==> config.mk <==
export PLATFORM = sky130hd
export DESIGN_NAME = ccr_sqrt_pipe
export DESIGN_NICKNAME = d
export VERILOG_FILES = /design/src/assert_macros.svh /design/src/ccr_sqrt_pipe.sv
export SDC_FILE = /design/constraint.sdc
export NUM_CORES = 2
export LEC_CHECK = 0
export BUFFER_PORTS_ARGS = -buffer_cell sky130_fd_sc_hd__buf_4
export CORE_MARGIN = 3
export CORE_UTILIZATION = 55
export CTS_CLUSTER_DIAMETER = 80
export DETAILED_ROUTE_END_ITERATION = 10
export GPL_TIMING_DRIVEN = 0
export HOLD_SLACK_MARGIN = 0.03
export PLACE_DENSITY = 0.71
export SETUP_SLACK_MARGIN = 0.4
export SLEW_MARGIN = 10
export SYNTH_ARGS = -nofsm -noshare
export SYNTH_HDL_FRONTEND = slang
export SYNTH_SLANG_ARGS = --single-unit
==> constraint.sdc <==
create_clock -name clk -period 10 [get_ports clk]
set_input_delay 1.5 -clock clk [delete_from_list [all_inputs] [get_ports clk]]
set_output_delay 1.5 -clock clk [all_outputs]
set_load 0.01 [all_outputs]
==> src/assert_macros.svh <==
// Assertion macros shared by the circle collision resolve RTL.
// Depends on nothing; included by the files that check their own logic.
`ifndef ASSERT_MACROS_SVH
`define ASSERT_MACROS_SVH

// Property must hold at every clock edge outside reset.
`define ASSERT_ON(label, clk, rst_n, prop, msg) \
	label: assert property (@(posedge clk) disable iff (!rst_n) prop) \
		else $error(msg);

// Expression must never be true at a clock edge outside reset.
`define ASSERT_NEVER(label, clk, rst_n, expr, msg) \
	label: assert property (@(posedge clk) disable iff (!rst_n) !(expr)) \
		else $error(msg);

`endif

==> src/ccr_sqrt_pipe.sv <==
// Pipelined restoring integer square root, STEPS result bits per stage.
// Depends on nothing; carries a sideband vector alongside each request.
module ccr_sqrt_pipe #(
	parameter int IN_W   = 66,
	parameter int STEPS  = 3,
	parameter int SIDE_W = 1
) (
	input  logic              clk,
	input  logic              arst_n,
	input  logic              in_valid,
	input  logic [IN_W-1:0]   in_rad,
	input  logic [SIDE_W-1:0] in_side,
	output logic              out_valid,
	output logic [IN_W/2-1:0] out_root,
	output logic [SIDE_W-1:0] out_side
);

	localparam int ROOT_W = IN_W / 2;
	localparam int REM_W  = ROOT_W + 2;
	localparam int NSTG   = (ROOT_W + STEPS - 1) / STEPS;

	logic              vld_s  [1:NSTG];
	logic [IN_W-1:0]   rad_s  [1:NSTG];
	logic [ROOT_W-1:0] root_s [1:NSTG];
	logic [REM_W-1:0]  rem_s  [1:NSTG];
	logic [SIDE_W-1:0] side_s [1:NSTG];

	for (genvar g = 0; g < NSTG; g++) begin : g_stage
		logic              c_vld;
		logic [IN_W-1:0]   c_rad, n_rad;
		logic [ROOT_W-1:0] c_root, n_root;
		logic [REM_W-1:0]  c_rem, n_rem;
		logic [SIDE_W-1:0] c_side;

		if (g == 0) begin : g_src
			assign c_vld  = in_valid;
			assign c_rad  = in_rad;
			assign c_root = '0;
			assign c_rem  = '0;
			assign c_side = in_side;
		end else begin : g_src
			assign c_vld  = vld_s[g];
			assign c_rad  = rad_s[g];
			assign c_root = root_s[g];
			assign c_rem  = rem_s[g];
			assign c_side = side_s[g];
		end

		always_comb begin
			logic [REM_W+1:0] r2;
			logic [REM_W+1:0] trial;
			n_rad  = c_rad;
			n_root = c_root;
			n_rem  = c_rem;
			for (int j = 0; j < STEPS; j++) begin
				if (g * STEPS + j < ROOT_W) begin
					r2    = {n_rem, n_rad[IN_W-1 -: 2]};
					trial = {2'b00, n_root, 2'b01};
					n_rad = n_rad << 2;
					if (r2 >= trial) begin
						n_rem  = REM_W'(r2 - trial);
						n_root = {n_root[ROOT_W-2:0], 1'b1};
					end else begin
						n_rem  = REM_W'(r2);
						n_root = {n_root[ROOT_W-2:0], 1'b0};
					end
				end
			end
		end

		always_ff @(posedge clk or negedge arst_n) begin
			if (!arst_n)
				vld_s[g+1] <= 1'b0;
			else
				vld_s[g+1] <= c_vld;
		end

		always_ff @(posedge clk) begin
			rad_s[g+1]  <= n_rad;
			root_s[g+1] <= n_root;
			rem_s[g+1]  <= n_rem;
			side_s[g+1] <= c_side;
		end
	end

	assign out_valid = vld_s[NSTG];
	assign out_root  = root_s[NSTG];
	assign out_side  = side_s[NSTG];

endmodule

==> qor.csv <==
stage,metric,value,unit
synth,synth-edff-count,0,
clocking,clk_latency,0.73,ns
power_and_ir_drop,finalPower,15.6,mW
detailed_routing,vias,64100,
clocking,clkTransAtPathRegs,0.06,ns
sta,setup_slack,0.624,ns
setup_path,cp_max_fo,10,
setup_path,startpoint_type,register,
die,die_h,354,µm
detailed_routing,dr.pass1.iters,6,
power_and_ir_drop,p_leak,33.5,nW
detailed_routing,route.detailed.drc,0,
sta,slew_violations,0,
die,fp.coreArea,0.120,mm²
power_and_ir_drop,net-switching-power,6.52,mW
power_and_ir_drop,seqPwrFrac,0.304,
sta,max_freq,107,MHz
global_routing,antenna_found_initial,7,
die,row_count,127,
sta,finalWorstPathRequiredPeriod,9.38,ns
setup_path,crit_type,register to register,
global_routing,grt_pass1_vias,59700,
die,pin_count,105,
power_and_ir_drop,peakVddDrop,0.220,mV
power_and_ir_drop,p_sw_frac,0.418,
detailed_routing,drt_iter0_drc,5666,
clocking,cts.sinks,900,
setup_path,cpMaxStageDelayCell,dfxtp_1,
detailed_routing,post_drt_wl_per_cell,20.5,µm
synth,syn_inst,8436,
setup_path,critPathRequiredTime,10.57,ns
synth,avgSynthCellArea,7.91,µm²
synth,yosys_register_bits,900,
synth,seq_area_frac_synth,0.271,
job,cap_violations,0,
synth,netlist_area,0.0667,mm²
synth,yosysTopAreaCell,dfxtp_1,
detailed_routing,wirelength,213,mm
finish,layoutNonFillerInstCount,10400,
global_routing,grt_max_degree,16,
power_and_ir_drop,cellPowerDensity,207,mW/mm²
placed_design,post-place-cells,10200,
detailed_routing,ant_nets,0,
sta,tns,0,ns
clocking,cts_tree,yes,
clocking,numCtsBuffers,98,
synth,yosysWarnings,0,
min_path,hold_class,register to register,
sta,setup_violations,0,
placed_design,portBuffers,103,
sta,tightest_slew,1.29,ns
power_and_ir_drop,p_comb_frac,0.457,
finish,n_fill_cell,10900,
synth,synth.distinct_cells,120,
synth,async_flop_share,0.0122,
synth,yosys.area.top_type_share,0.267,
global_routing,track_usage,0.322,
power_and_ir_drop,clockPowerShare,0.239,
clocking,cts_root_buffer,clkbuf_16,
die,die_w,354,µm
sta,max_slew_margin,0.132,
placed_design,globalplace.congestion,1.00,
placed_design,dp_hpwl,171,mm
power_and_ir_drop,p_int,9.09,mW
sta,period_share,0.938,
synth,synth_commonest_cells,"dfxtp_1, a21oi_1, nand2_1",
finish,layout-drive-gt1-share,0.111,
sta,clock_skew,0.0258,ns
min_path,whs_path_depth,0,
setup_path,reg2reg_depth,40,
die,start_util,0.556,
synth,yosysMostFrequentCell,dfxtp_1,
setup_path,max_stage_delay,0.45,ns
placed_design,pre_cts_ws,-2.53,ns
global_routing,grt-ovfl-total,0,
setup_path,arrival,9.94,ns
setup_path,end_kind,register,
die,die_area,0.126,mm²
synth,synth_flop_cell,dfxtp_1,
clocking,cts_max_path_buffers,3,
finish,area_growth,12.8,%
synth,synth.area.top_cells,"dfxtp_1, ha_1, xnor2_1",
detailed_routing,via_per_inst,6.16,
status,status,completed,
sta,finalHoldViolations,0,
finish,layout.nets,9383,
clocking,htree_num_levels,3,
sta,rsz0062_at_grt,no,
global_routing,grt_pass1_wl,327,mm
-- layout make-up --
cell class                      instances  area (µm²)  area share
Inverter                              448        1720      0.0228
Timing Repair Buffer                  178        1350      0.0179
Tap cell                             1612        2020      0.0268
Clock buffer                          121        2710      0.0360
Multi-Input combinational cell       6840       47300       0.628
Clock inverter                         48         716     0.00951
Antenna cell                            2        5.00   0.0000665
Buffer                                252        1380      0.0184
Sequential cell                       900       18100       0.240
-- registers in the layout, summed over array words and instances, names as in the netlist --
signal / count
rem_s: 350
rad_s: 330
root_s: 198
side_s: 11
g_stage.c_vld: 10
out_valid: 1
-- worst max-delay path: cells and delay by family (launching register included) --
family,cells,cell delay (ns)
AO/OA/AOI/OAI,18,3.50
adder cells (fa/ha/maj),3,1.08
buffers and inverters,6,1.45
flip-flops,1,0.45
AND/OR/NAND/NOR,13,2.71
-- cell families (layout without fill, tap and decap cells) --
| kind of cell | count (synthesis) | count (layout) | synth area share |
|---|---|---|---|
| AOI/OAI and AO/OA | 2381 | 2381 | 0.226 |
| buffers and inverters | 700 | 1047 | 0.0407 |
| other | 1 | 7 | 0.0000562 |
| adders and majority gates | 595 | 595 | 0.112 |
| DFF | 900 | 900 | 0.271 |
| xor gates and xnor gates | 851 | 851 | 0.112 |
| muxes | 109 | 109 | 0.0180 |
| and+or+nand+nor | 2899 | 2899 | 0.221 |
-- power groups by stage --
stage               Sequential [mW]  Combinational, mW  Clock, mW
CTS                            4.72               6.82       3.82
global route                   4.79               7.78       3.96
global placement               4.79               6.57          0
floorplan                      4.56               5.10          0
detailed placement             4.79               6.66          0
finish                         4.74               7.14       3.73
-- metal layers --
layer	vias up	part of all wire	track usage
met2	2441	0.47	0.544
met5	-	0.000066	0
met1	30100	0.42	0.415
met4	2	0.046	0.136
li1	31100	-	-
met3	505	0.064	0.0385
-- path summary, 6_finish.rpt --
path	start	to	slack, ns
max	root_s[2][21]$_DFF_P_	rem_s[9][8]$_DFF_P_	0.62
min	rad_s[5][37]$_DFF_P_	rad_s[6][43]$_DFF_P_	0.31
max reg2reg	root_s[2][21]$_DFF_P_	rem_s[9][8]$_DFF_P_	0.62
min reg2reg	rad_s[5][37]$_DFF_P_	rad_s[6][43]$_DFF_P_	0.31
max in group asynchronous	arst_n	g_stage[9].c_vld$_DFF_PN0_	9.24
min in group asynchronous	arst_n	g_stage[5].c_vld$_DFF_PN0_	0.60
-- cells in the final DEF, fill, tap and decap left out, types with 100 or more instances in the layout --
cell type	n
buf_4	202
clkbuf_16	100
xnor2_1	540
nand4_1	141
ha_1	575
a21oi_1	746
dfxtp_1	876
inv_1	422
nor3_1	215
nor2_1	703
nand3_1	208
xor2_1	306
nand2b_1	102
a21o_1	274
o21ai_0	453
nand2_1	726
-- stage by stage --
step,area [µm²],hold slack (ns),util
2_1_floorplan,66800,0.310,-
3_3_place_gp,69600,0.310,0.579
3_5_place_dp,69600,0.312,0.579
4_1_cts,74000,0.310,0.616
5_1_grt,75300,0.321,0.627
6_report,75300,0.308,0.627
-- repair_timing --
item | CTS | global route
endpoints found under the setup margin | 289 | 294
gates resized for setup | 265 | 320
endpoints found under the hold margin | 0 | 0
pin swaps | 24 | 52
buffers inserted | 26 | 49
hold buffers | 0 | 0
Note: power is estimated with default switching activity, not from simulation.
